### src/ssf_pkg.sv
package ssf_pkg;

  localparam logic [7:0] SyncFirst  = 8'hA5;
  localparam logic [7:0] SyncSecond = 8'h5A;
  localparam logic [7:0] VersionByte = 8'h01;
  localparam logic [7:0] ConstOne   = 8'h01;
  localparam logic [7:0] StatusMask = 8'hF0;
  localparam logic [7:0] StatusGood = 8'hC0;
  localparam logic [9:0] MsToUs     = 10'd1000;
  localparam logic [4:0] LastInPos  = 5'd26;
  localparam logic [2:0] ModeReset  = 3'd1;
  localparam int unsigned QueueDepth = 2;

  // input mode codes
  localparam logic [2:0] ModeBiasPn  = 3'd0;
  localparam logic [2:0] ModeBiasP   = 3'd1;
  localparam logic [2:0] ModeBiasOff = 3'd2;
  localparam logic [2:0] ModeShorted = 3'd3;
  localparam logic [2:0] ModeTest    = 3'd4;

  typedef struct packed {
    logic [7:0]  data_byte;
    logic        ready_was_low;
    logic [31:0] uptime_ms;
    logic [15:0] read_duration_us;
  } ssf_in_t;

  typedef struct packed {
    logic [7:0] out_byte;
    logic       run_end;
    logic       frame_end;
  } ssf_out_t;

  typedef enum logic [1:0] {
    KIND_PLAIN,
    KIND_FIRST,
    KIND_FLAG,
    KIND_LAST
  } ssf_kind_t;

  // word0: sequence / flag byte / {mode, read time}; word1: uptime in us
  typedef struct packed {
    ssf_kind_t   kind;
    logic [7:0]  data;
    logic [31:0] word0;
    logic [31:0] word1;
  } ssf_entry_t;

  typedef struct packed {
    logic       valid;
    ssf_entry_t entry;
  } ssf_slot_t;

endpackage

### src/ssf_front.sv
module ssf_front (
  input  logic             clk,
  input  logic             rst,
  input  logic             in_valid,
  output logic             in_ready,
  input  ssf_pkg::ssf_in_t in_data,
  input  logic             cfg_we,
  input  logic [2:0]       cfg_wdata,
  input  logic             queue_full,
  output ssf_pkg::ssf_slot_t push
);
  import ssf_pkg::*;

  logic [4:0]  byte_position;
  logic [31:0] frame_sequence;
  logic        held_ready_flag;
  logic        held_status_match;
  logic [2:0]  input_mode;
  logic        accept;
  logic [31:0] uptime_us;
  logic [7:0]  flags;

  assign in_ready = !queue_full;
  assign accept   = in_valid && in_ready;
  // product kept modulo 2^32
  assign uptime_us = in_data.uptime_ms * 32'(MsToUs);

  always_comb begin
    flags    = '0;
    flags[0] = held_status_match;
    flags[1] = held_ready_flag;
    flags[3] = (input_mode == ModeTest);
    flags[4] = (input_mode == ModeShorted);
    flags[5] = (input_mode <= ModeBiasP);
    flags[6] = (input_mode == ModeBiasPn);
    flags[7] = (input_mode <= ModeBiasOff);
  end

  always_comb begin
    push.valid       = accept;
    push.entry.data  = in_data.data_byte;
    push.entry.kind  = KIND_PLAIN;
    push.entry.word0 = '0;
    push.entry.word1 = '0;
    if (byte_position == 5'd0) begin
      push.entry.kind  = KIND_FIRST;
      push.entry.word0 = frame_sequence;
      push.entry.word1 = uptime_us;
    end else if (byte_position == 5'd2) begin
      push.entry.kind  = KIND_FLAG;
      push.entry.word0 = {24'd0, flags};
    end else if (byte_position >= LastInPos) begin
      push.entry.kind  = KIND_LAST;
      push.entry.word0 = {13'd0, input_mode, in_data.read_duration_us};
    end
  end

  always_ff @(posedge clk) begin
    if (rst) begin
      byte_position     <= '0;
      frame_sequence    <= '0;
      held_ready_flag   <= 1'b0;
      held_status_match <= 1'b0;
      input_mode        <= ModeReset;
    end else begin
      if (cfg_we) begin
        input_mode <= cfg_wdata;
      end
      if (accept) begin
        if (byte_position == 5'd0) begin
          held_status_match <= ((in_data.data_byte & StatusMask) == StatusGood);
          held_ready_flag   <= in_data.ready_was_low;
          frame_sequence    <= frame_sequence + 32'd1;
        end
        if (byte_position >= LastInPos) begin
          byte_position <= '0;
        end else begin
          byte_position <= byte_position + 5'd1;
        end
      end
    end
  end

endmodule

### src/ssf_queue.sv
module ssf_queue (
  input  logic               clk,
  input  logic               rst,
  input  ssf_pkg::ssf_slot_t push,
  output logic               full,
  input  logic               pop,
  output ssf_pkg::ssf_slot_t head
);
  import ssf_pkg::*;

  localparam int PtrW = $clog2(QueueDepth);

  ssf_entry_t      slots [QueueDepth];
  logic [PtrW-1:0] wr_ptr;
  logic [PtrW-1:0] rd_ptr;
  logic [PtrW:0]   count;
  logic            do_pop;

  assign full       = (count == (PtrW+1)'(QueueDepth));
  assign head.valid = (count != '0);
  assign head.entry = slots[rd_ptr];
  assign do_pop     = pop && head.valid;

  always_ff @(posedge clk) begin
    if (push.valid) begin
      slots[wr_ptr] <= push.entry;
    end
  end

  always_ff @(posedge clk) begin
    if (rst) begin
      wr_ptr <= '0;
      rd_ptr <= '0;
      count  <= '0;
    end else begin
      if (push.valid) begin
        wr_ptr <= (wr_ptr == PtrW'(QueueDepth - 1)) ? '0 : wr_ptr + PtrW'(1);
      end
      if (do_pop) begin
        rd_ptr <= (rd_ptr == PtrW'(QueueDepth - 1)) ? '0 : rd_ptr + PtrW'(1);
      end
      case ({push.valid, do_pop})
        2'b10:   count <= count + (PtrW+1)'(1);
        2'b01:   count <= count - (PtrW+1)'(1);
        default: count <= count;
      endcase
    end
  end

endmodule

### src/ssf_back.sv
module ssf_back (
  input  logic               clk,
  input  logic               rst,
  input  ssf_pkg::ssf_slot_t head,
  output logic               pop,
  output logic               out_valid,
  input  logic               out_ready,
  output ssf_pkg::ssf_out_t  out_data
);
  import ssf_pkg::*;

  function automatic logic [15:0] crc_byte(input logic [15:0] crc, input logic [7:0] b);
    logic [15:0] c;
    c = crc ^ {b, 8'h00};
    for (int i = 0; i < 8; i++) begin
      c = c[15] ? ({c[14:0], 1'b0} ^ 16'h1021) : {c[14:0], 1'b0};
    end
    return c;
  endfunction

  logic [3:0]  idx;
  logic [15:0] crc;
  logic [15:0] crc_in;
  logic [3:0]  last_idx;
  logic [7:0]  cur_byte;
  logic        feed;
  logic        advance;
  logic        run_last;
  ssf_entry_t  e;

  assign e        = head.entry;
  assign advance  = head.valid && (!out_valid || out_ready);
  assign run_last = (idx == last_idx);
  assign pop      = advance && run_last;
  assign crc_in   = (e.kind == KIND_FIRST && idx == 4'd0) ? 16'hFFFF : crc;
  assign feed     = !(e.kind == KIND_LAST && idx >= 4'd7);

  always_comb begin
    case (e.kind)
      KIND_FIRST: last_idx = 4'd12;
      KIND_FLAG:  last_idx = 4'd1;
      KIND_LAST:  last_idx = 4'd8;
      default:    last_idx = 4'd0;
    endcase
  end

  always_comb begin
    cur_byte = e.data;
    case (e.kind)
      KIND_FIRST: begin
        case (idx) inside
          4'd0:          cur_byte = SyncFirst;
          4'd1:          cur_byte = SyncSecond;
          4'd2, 4'd3:    cur_byte = VersionByte;
          [4'd4:4'd7]:   cur_byte = e.word0[8*idx[1:0] +: 8];
          [4'd8:4'd11]:  cur_byte = e.word1[8*idx[1:0] +: 8];
          default:       cur_byte = e.data;
        endcase
      end
      KIND_FLAG: begin
        cur_byte = (idx == 4'd0) ? e.data : e.word0[7:0];
      end
      KIND_LAST: begin
        case (idx)
          4'd1:    cur_byte = e.word0[7:0];
          4'd2:    cur_byte = e.word0[15:8];
          4'd3:    cur_byte = ConstOne;
          4'd4:    cur_byte = {5'd0, e.word0[18:16]};
          4'd5:    cur_byte = 8'h00;
          4'd6:    cur_byte = 8'h00;
          4'd7:    cur_byte = crc[7:0];
          4'd8:    cur_byte = crc[15:8];
          default: cur_byte = e.data;
        endcase
      end
      default: cur_byte = e.data;
    endcase
  end

  always_ff @(posedge clk) begin
    if (rst) begin
      idx       <= '0;
      crc       <= 16'hFFFF;
      out_valid <= 1'b0;
    end else begin
      if (advance) begin
        out_valid          <= 1'b1;
        out_data.out_byte  <= cur_byte;
        out_data.run_end   <= run_last;
        out_data.frame_end <= (e.kind == KIND_LAST) && run_last;
        idx                <= run_last ? 4'd0 : idx + 4'd1;
        if (feed) begin
          crc <= crc_byte(crc_in, cur_byte);
        end
      end else if (out_ready) begin
        out_valid <= 1'b0;
      end
    end
  end

endmodule

### src/sample_stream_framer_crc16.sv
// the first output byte of a transaction passes through a queue slot and then the back end's output register
// throughput: one output byte per cycle while the queue holds an entry and out_ready is high; a frame of 27
// input bytes gives 48 output bytes through the single output byte lane of the back end
// input is taken every cycle while the 2-entry queue between front and back has room
// reset (synchronous, active high) clears position, sequence, queue and output;
// the input mode register returns to 1
module sample_stream_framer_crc16 (
  input  logic              clk,
  input  logic              rst,
  input  logic              in_valid,
  output logic              in_ready,
  input  ssf_pkg::ssf_in_t  in_data,
  output logic              out_valid,
  input  logic              out_ready,
  output ssf_pkg::ssf_out_t out_data,
  input  logic              cfg_we,
  input  logic [2:0]        cfg_wdata
);
  import ssf_pkg::*;

  ssf_slot_t push;
  ssf_slot_t head;
  logic      queue_full;
  logic      pop;

  ssf_front u_front (
    .clk       (clk),
    .rst       (rst),
    .in_valid  (in_valid),
    .in_ready  (in_ready),
    .in_data   (in_data),
    .cfg_we    (cfg_we),
    .cfg_wdata (cfg_wdata),
    .queue_full(queue_full),
    .push      (push)
  );

  ssf_queue u_queue (
    .clk (clk),
    .rst (rst),
    .push(push),
    .full(queue_full),
    .pop (pop),
    .head(head)
  );

  ssf_back u_back (
    .clk      (clk),
    .rst      (rst),
    .head     (head),
    .pop      (pop),
    .out_valid(out_valid),
    .out_ready(out_ready),
    .out_data (out_data)
  );

endmodule

### config.mk
export PLATFORM = sky130hd
export DESIGN_NAME = sample_stream_framer_crc16
export DESIGN_NICKNAME = d
export VERILOG_FILES = /design/src/ssf_pkg.sv /design/src/ssf_front.sv /design/src/ssf_queue.sv /design/src/ssf_back.sv /design/src/sample_stream_framer_crc16.sv
export SDC_FILE = /design/constraint.sdc
export NUM_CORES = 1
export LEC_CHECK = 0
export ABC_AREA = 1
export BUFFER_PORTS_ARGS = -buffer_cell sky130_fd_sc_hd__clkbuf_2
export CORE_MARGIN = 2
export CORE_UTILIZATION = 65
export DETAILED_ROUTE_END_ITERATION = 8
export GPL_TIMING_DRIVEN = 0
export PLACE_DENSITY = 0.84
export SLEW_MARGIN = 20
export SYNTH_ARGS = -nofsm -noshare
export SYNTH_HDL_FRONTEND = slang
export SYNTH_SLANG_ARGS = --single-unit
### constraint.sdc
create_clock -name clk -period 6.8 [get_ports clk]
set_clock_uncertainty 0.05 [all_clocks]
set_input_delay 0.68 -clock clk [delete_from_list [all_inputs] [get_ports clk]]
set_output_delay 0.68 -clock clk [all_outputs]
set_load 0.01 [all_outputs]
# Yosys cells after proc, flatten, opt, wreduce, memory -nomap -nowiden
# Memories as Yosys holds them, arrays and structs flattened. A register that Yosys moved wholly into a read port is not among the register bits.
# Cells that the tools add are included.
totals:
  romBits: 0
  ram_bits: 148
  word_cells: 122
  in_bits: 65
  regBits: 77
  memories: 1
  latch_bits: 0
mem_list:
  columns: ["name", "words", "width", "rd", "rd_ports_with_merged_regs", "write_ports", "line_no", "source"]
  rows:
  - ["u_queue.slots", 2, 74, 1, 1, 1, "ssf_queue.sv:13", "ssf_entry_t slots [QueueDepth];"]
classes:
  n_eq_ne: 19
  n_shift: 2
  n_div: 0
  mul: 1
  magnitude_cmp: 8
  add_sub_neg: 7
  bitwise: 11
  reduce_logical: 23
  n_mux: 36
op_table:
  columns: ["cell", "count"]
  rows:
  - ["2-to-1 mux 13 bit", 8]
  - ["2-to-1 mux 32 bit", 3]
  - ["variable part select 32 x 6 -> 8 bit", 2]
  - ["case mux 8 bit (7 select lines)", 1]
  - ["2-to-1 mux 8 bit", 6]
  - ["adder 32 x 1 -> 32 bit (second input constant)", 1]
  - ["multiplier 32 x 7 -> 29 bit (second input constant)", 1]
  - ["inverter 3 bit", 8]
  - ["case mux 8 bit (3 select lines)", 1]
  - ["2-to-1 mux 19 bit", 1]
  - ["== test 4 x 3 -> 1 bit (second input constant)", 4]
  - ["2-to-1 mux 16 bit", 1]
  - ["XOR 16 bit", 1]
  - ["case mux 4 bit (3 select lines)", 1]
  - ["logical AND 1 bit", 9]
  - ["== test 2 bit (second input constant)", 4]
  - ["== test 4 x 2 -> 1 bit (second input constant)", 2]
  - ["== test 4 bit (second input constant)", 2]
  - [">= comparator 4 x 3 -> 1 bit (second input constant)", 2]
  - ["2-to-1 mux 1 bit", 8]
  - ["2-to-1 mux 2 bit", 3]
  - ["AND reduction 2 bit", 3]
  - ["nonzero test 2 bit", 3]
  - ["adder 5 x 1 -> 5 bit (second input constant)", 1]
  - ["other kinds (26)", 31]

# Logic depth before layout (Yosys ltp)
depth:
  ltp_word: 25
  ltp_mapped: 22

# Modules after synthesis
# Synthesis repeated with hierarchy kept, for this count alone.
unflattened:
  cells_unflattened: 2066
  hier_area_um2: 16947.5
modules_own_cells:
  columns: ["module", "seq_area_each_um2", "cells_per_inst", "area_each_um2", "n_inst"]
  rows:
  - ["ssf_front", 840.8, 1166, 7613.6, 1]
  - ["ssf_queue", 4544.4, 267, 5823.1, 1]
  - ["ssf_back", 720.7, 633, 3510.9, 1]

# Worst setup path after synthesis
# OpenSTA, ideal clock, no wires.
synth_path:
  kind: "input to register"
  start: "in in_data[16] (netlist bit)"
  end: "mem u_queue.slots[0][20] (netlist bit) (data pin)"
  stages: 18
  arrival_time_ps: 4359
  path_buffers: 0
  setup_ps: 270
  path_slack_ps: 2121
  cell_sequence: "fa_1 fa_1 inv_1 fa_1 fa_1 inv_1 ha_1 inv_1 o21bai_1 a21oi_1 o21ai_0 a21oi_1 o21bai_1 nand2_1 nand2_1 a21oi_1 xor2_1 nor2_1"
synth_rtl:
  columns: ["element", "line_no", "source"]
  rows:
  - ["start, declared", "sample_stream_framer_crc16.sv:12", "input ssf_pkg::ssf_in_t in_data,"]
  - ["end, declared", "ssf_queue.sv:13", null]

==> flow_summary_export.csv <==
group,metric,value,unit
status,status,"completed",
clocking,cts_setup_buffers,0,
place,portBuffers,72,
route,ant_nets,0,
power_and_ir_drop,clockPowerShare,0.178,
synthesis,synth_top_area_cell,"edfxtp_1",
setup_path,worstSetupStartpointType,"primary input",
clocking,cts_buffers,22,
synthesis,synth_cells,1805,
synthesis,yosysUniqueCellTypes,51,
clocking,cts_tree,"built",
clocking,hold_buffers,0,
grt,antenna_found_initial,0,
setup_path,crit_type,"in -> reg",
synthesis,ys_ff_latch,220,
layout,area_growth,11.0,%
synthesis,syn_area,0.0150,mm^2
synthesis,synth_top_area_share,0.304,
clocking,htreeDepth,1,
route,drt_iter0_markers,1176,
power_and_ir_drop,p_switching,3240,uW
power_and_ir_drop,powerDensity,429,mW/mm^2
setup_path,required,7110,ps
power_and_ir_drop,p_comb_frac,0.544,
power_and_ir_drop,p_leak,0.00744,uW
route,vias,12748,
place,dp_slack,1520,ps
setup_path,crit_fanout,5,
flow_run,drv_cap,0,
layout,nets,2128,
power_and_ir_drop,max-vdd-ir-drop,0.000311,V
route,drcViolationCount,0,
synthesis,ys.flop_type,"edfxtp_1",
timing,timing.final.crit_share,0.708,
route,post_drt_wl_per_cell,17.8,um
timing,setup_viol,0,
floorplanning,rows,55,
power_and_ir_drop,fin_total_pwr,7160,uW
timing,worstMarginPinSlew,1090,ps
power_and_ir_drop,seq_power_share,0.278,
grt,grt_pass1_vias,12613,
timing,rsz0062_at_grt,"false",
synthesis,async_reset_ff_frac,0,
layout,drive_above_1_share,0.104,
synthesis,synth_area_leaders,"edfxtp_1 30%, fa_1 12%, nand2_1 11%",
floorplanning,core,0.0226,mm^2
floorplanning,die-area,0.0244,mm^2
place,gp_congestion,0.971,
timing,setup_slack,1990,ps
floorplanning,die-height,156,um
floorplanning,io_pins,77,
setup_path,arrival,5120,ps
grt,grt_pass1_wl,62.9,mm
layout,n_fill_cell,1731,
clocking,clock_path_buffers,3,
setup_path,critPathCaptureType,"flip-flop",
timing,report.final.slew_viol_count,0,
synthesis,ys_warn_count,0,
place,dp.final_hpwl,30.9,mm
grt,track_usage,0.333,
synthesis,synth_edf_count,152,
floorplanning,initial_core_util,0.664,
synthesis,yosysSeqAreaShare,0.394,
route,wl,39.3,mm
power_and_ir_drop,switching_share,0.452,
grt,grt_max_degree,25,
synthesis,syn-num-nets,2026,
clocking,post_cts_resized,0,
clocking,clock_latency,530,ps
layout,final_common_cell,"nand2_1",
hold_path,hold_class,"in -> reg",
timing,hold_violations,0,
synthesis,post_synth.cell_area_avg,8.33,um^2
timing,period_minus_slack,4810,ps
power_and_ir_drop,p_int,3920,uW
timing,relSlewSlack,0.269,
route,drt_first_pass_iters,5,
timing,fmax,0.208,GHz
clocking,cts_root_buf,"clkbuf_16",
clocking,clk_pin_slew,70,ps
clocking,clock-sinks,220,
layout,mostFrequentLayoutCells,"430 x nand2_1, 293 x inv_1, 158 x nor2_1",
timing,tns,0,ps
route,vias_per_cell,5.77,
grt,grt-ovfl-total,0,
layout,n_antenna_cell,0,
floorplanning,fp.dieW,156,um
==> state kept, by name (all words and copies together) (netlist names), 2 cells and up, named ones only <==
signal and count:
u_front.frame_sequence 32, u_front.byte_position 5, u_front.input_mode 3, u_back.crc 16
u_queue.count 2, u_back.out_data 10, u_queue.slots 142, u_back.idx 4
==> layout make-up <==
type | instances | area [um^2] | area share
clock inverter | 16 | 205 | 0.0123
tap | 285 | 357 | 0.0214
buffer | 44 | 255 | 0.0153
inverter | 305 | 1140 | 0.0686
timing repair buffer | 78 | 518 | 0.0311
clock buffer | 24 | 558 | 0.0335
multi-input combinational | 1236 | 7720 | 0.463
sequential | 220 | 5930 | 0.355
==> power groups by stage <==
stage | Clock (uW) | Combinational, uW | Sequential, uW
2_1_floorplan | 0 | 2790 | 1990
4_1_cts | 1280 | 3820 | 1990
3_5_place_dp | 0 | 3800 | 2010
3_3_place_gp | 0 | 3590 | 2020
6_report | 1280 | 3890 | 1990
5_1_grt | 1330 | 4360 | 2010
==> cell families after synthesis <==
| logic type | synth area share |
|---|---|
| AO/OA/AOI/OAI | 0.0928 |
| buffers and inverters | 0.0932 |
| multiplexers | 0.000666 |
| adder cells (fa/ha/maj) | 0.175 |
| XOR/XNOR | 0.0128 |
| AND/OR/NAND/NOR | 0.231 |
| flip-flops | 0.394 |
==> Yosys cell counts, types with 13 or more instances <==
master and count:
dfxtp_1 68, edfxtp_1 152, ha_1 65, clkbuf_1 15, nand2_2 13, xor2_1 15
nand4_1 21, a21oi_1 107, buf_2 15, o21ai_1 18, nand3_1 97, inv_1 293
nor2_1 160, nand2_1 430, fa_1 91, o21ai_0 85, nor3_1 33
==> per-layer routing <==
metal | vias to the layer above | track usage | routed length (um) | part of all wire
li1 | 6051 | - | - | -
met5 | - | 0 | 0 | 0
met4 | 0 | 0.121 | 1460 | 0.037
met1 | 6064 | 0.451 | 16200 | 0.41
met3 | 106 | 0.0533 | 3280 | 0.083
met2 | 527 | 0.549 | 18400 | 0.47
==> path summary, 6_finish.rpt <==
kind,from,to,cells past startpoint,slack [ps]
worst min register to register,u_front.byte_position[4]$_SDFFE_PP0P_,u_front.byte_position[4]$_SDFFE_PP0P_,2,440
worst min-delay path,in_data[56],u_queue.slots[1][71]$_DFFE_PP_,1,310
worst max register to register,u_back.idx[0]$_SDFFE_PP0P_,u_back.crc[8]$_SDFFE_PP1P_,17,3740
worst max-delay path,in_data[16],u_queue.slots[0][22]$_DFFE_PP_,20,1990
==> critical path, stage by stage <==
cell and delay (ps):
clkbuf_2 150, fa_1 540, fa_1 520, inv_1 50
fa_1 490, fa_1 520, inv_1 40, ha_1 300
inv_1 100, o21bai_1 170, a21oi_1 90, o21ai_0 370
a21oi_1 170, o21bai_1 260, nand2_1 90, nand2_1 120
nand2_1 70, nand2_1 70, o21ai_0 80, a21oi_1 230
==> through the flow <==
stage / cell area [um^2] / util / hold slack, ps / cells
2_1_floorplan: 15000 / - / 395 / 1805
3_3_place_gp: 15700 / 0.695 / 413 / 2162
3_5_place_dp: 15900 / 0.703 / 427 / 2168
4_1_cts: 16700 / 0.737 / 297 / 2208
5_1_grt: 16700 / 0.737 / 300 / 2208
6_report: 16700 / 0.737 / 311 / 2208
Note: power is estimated with default switching activity, not from simulation.
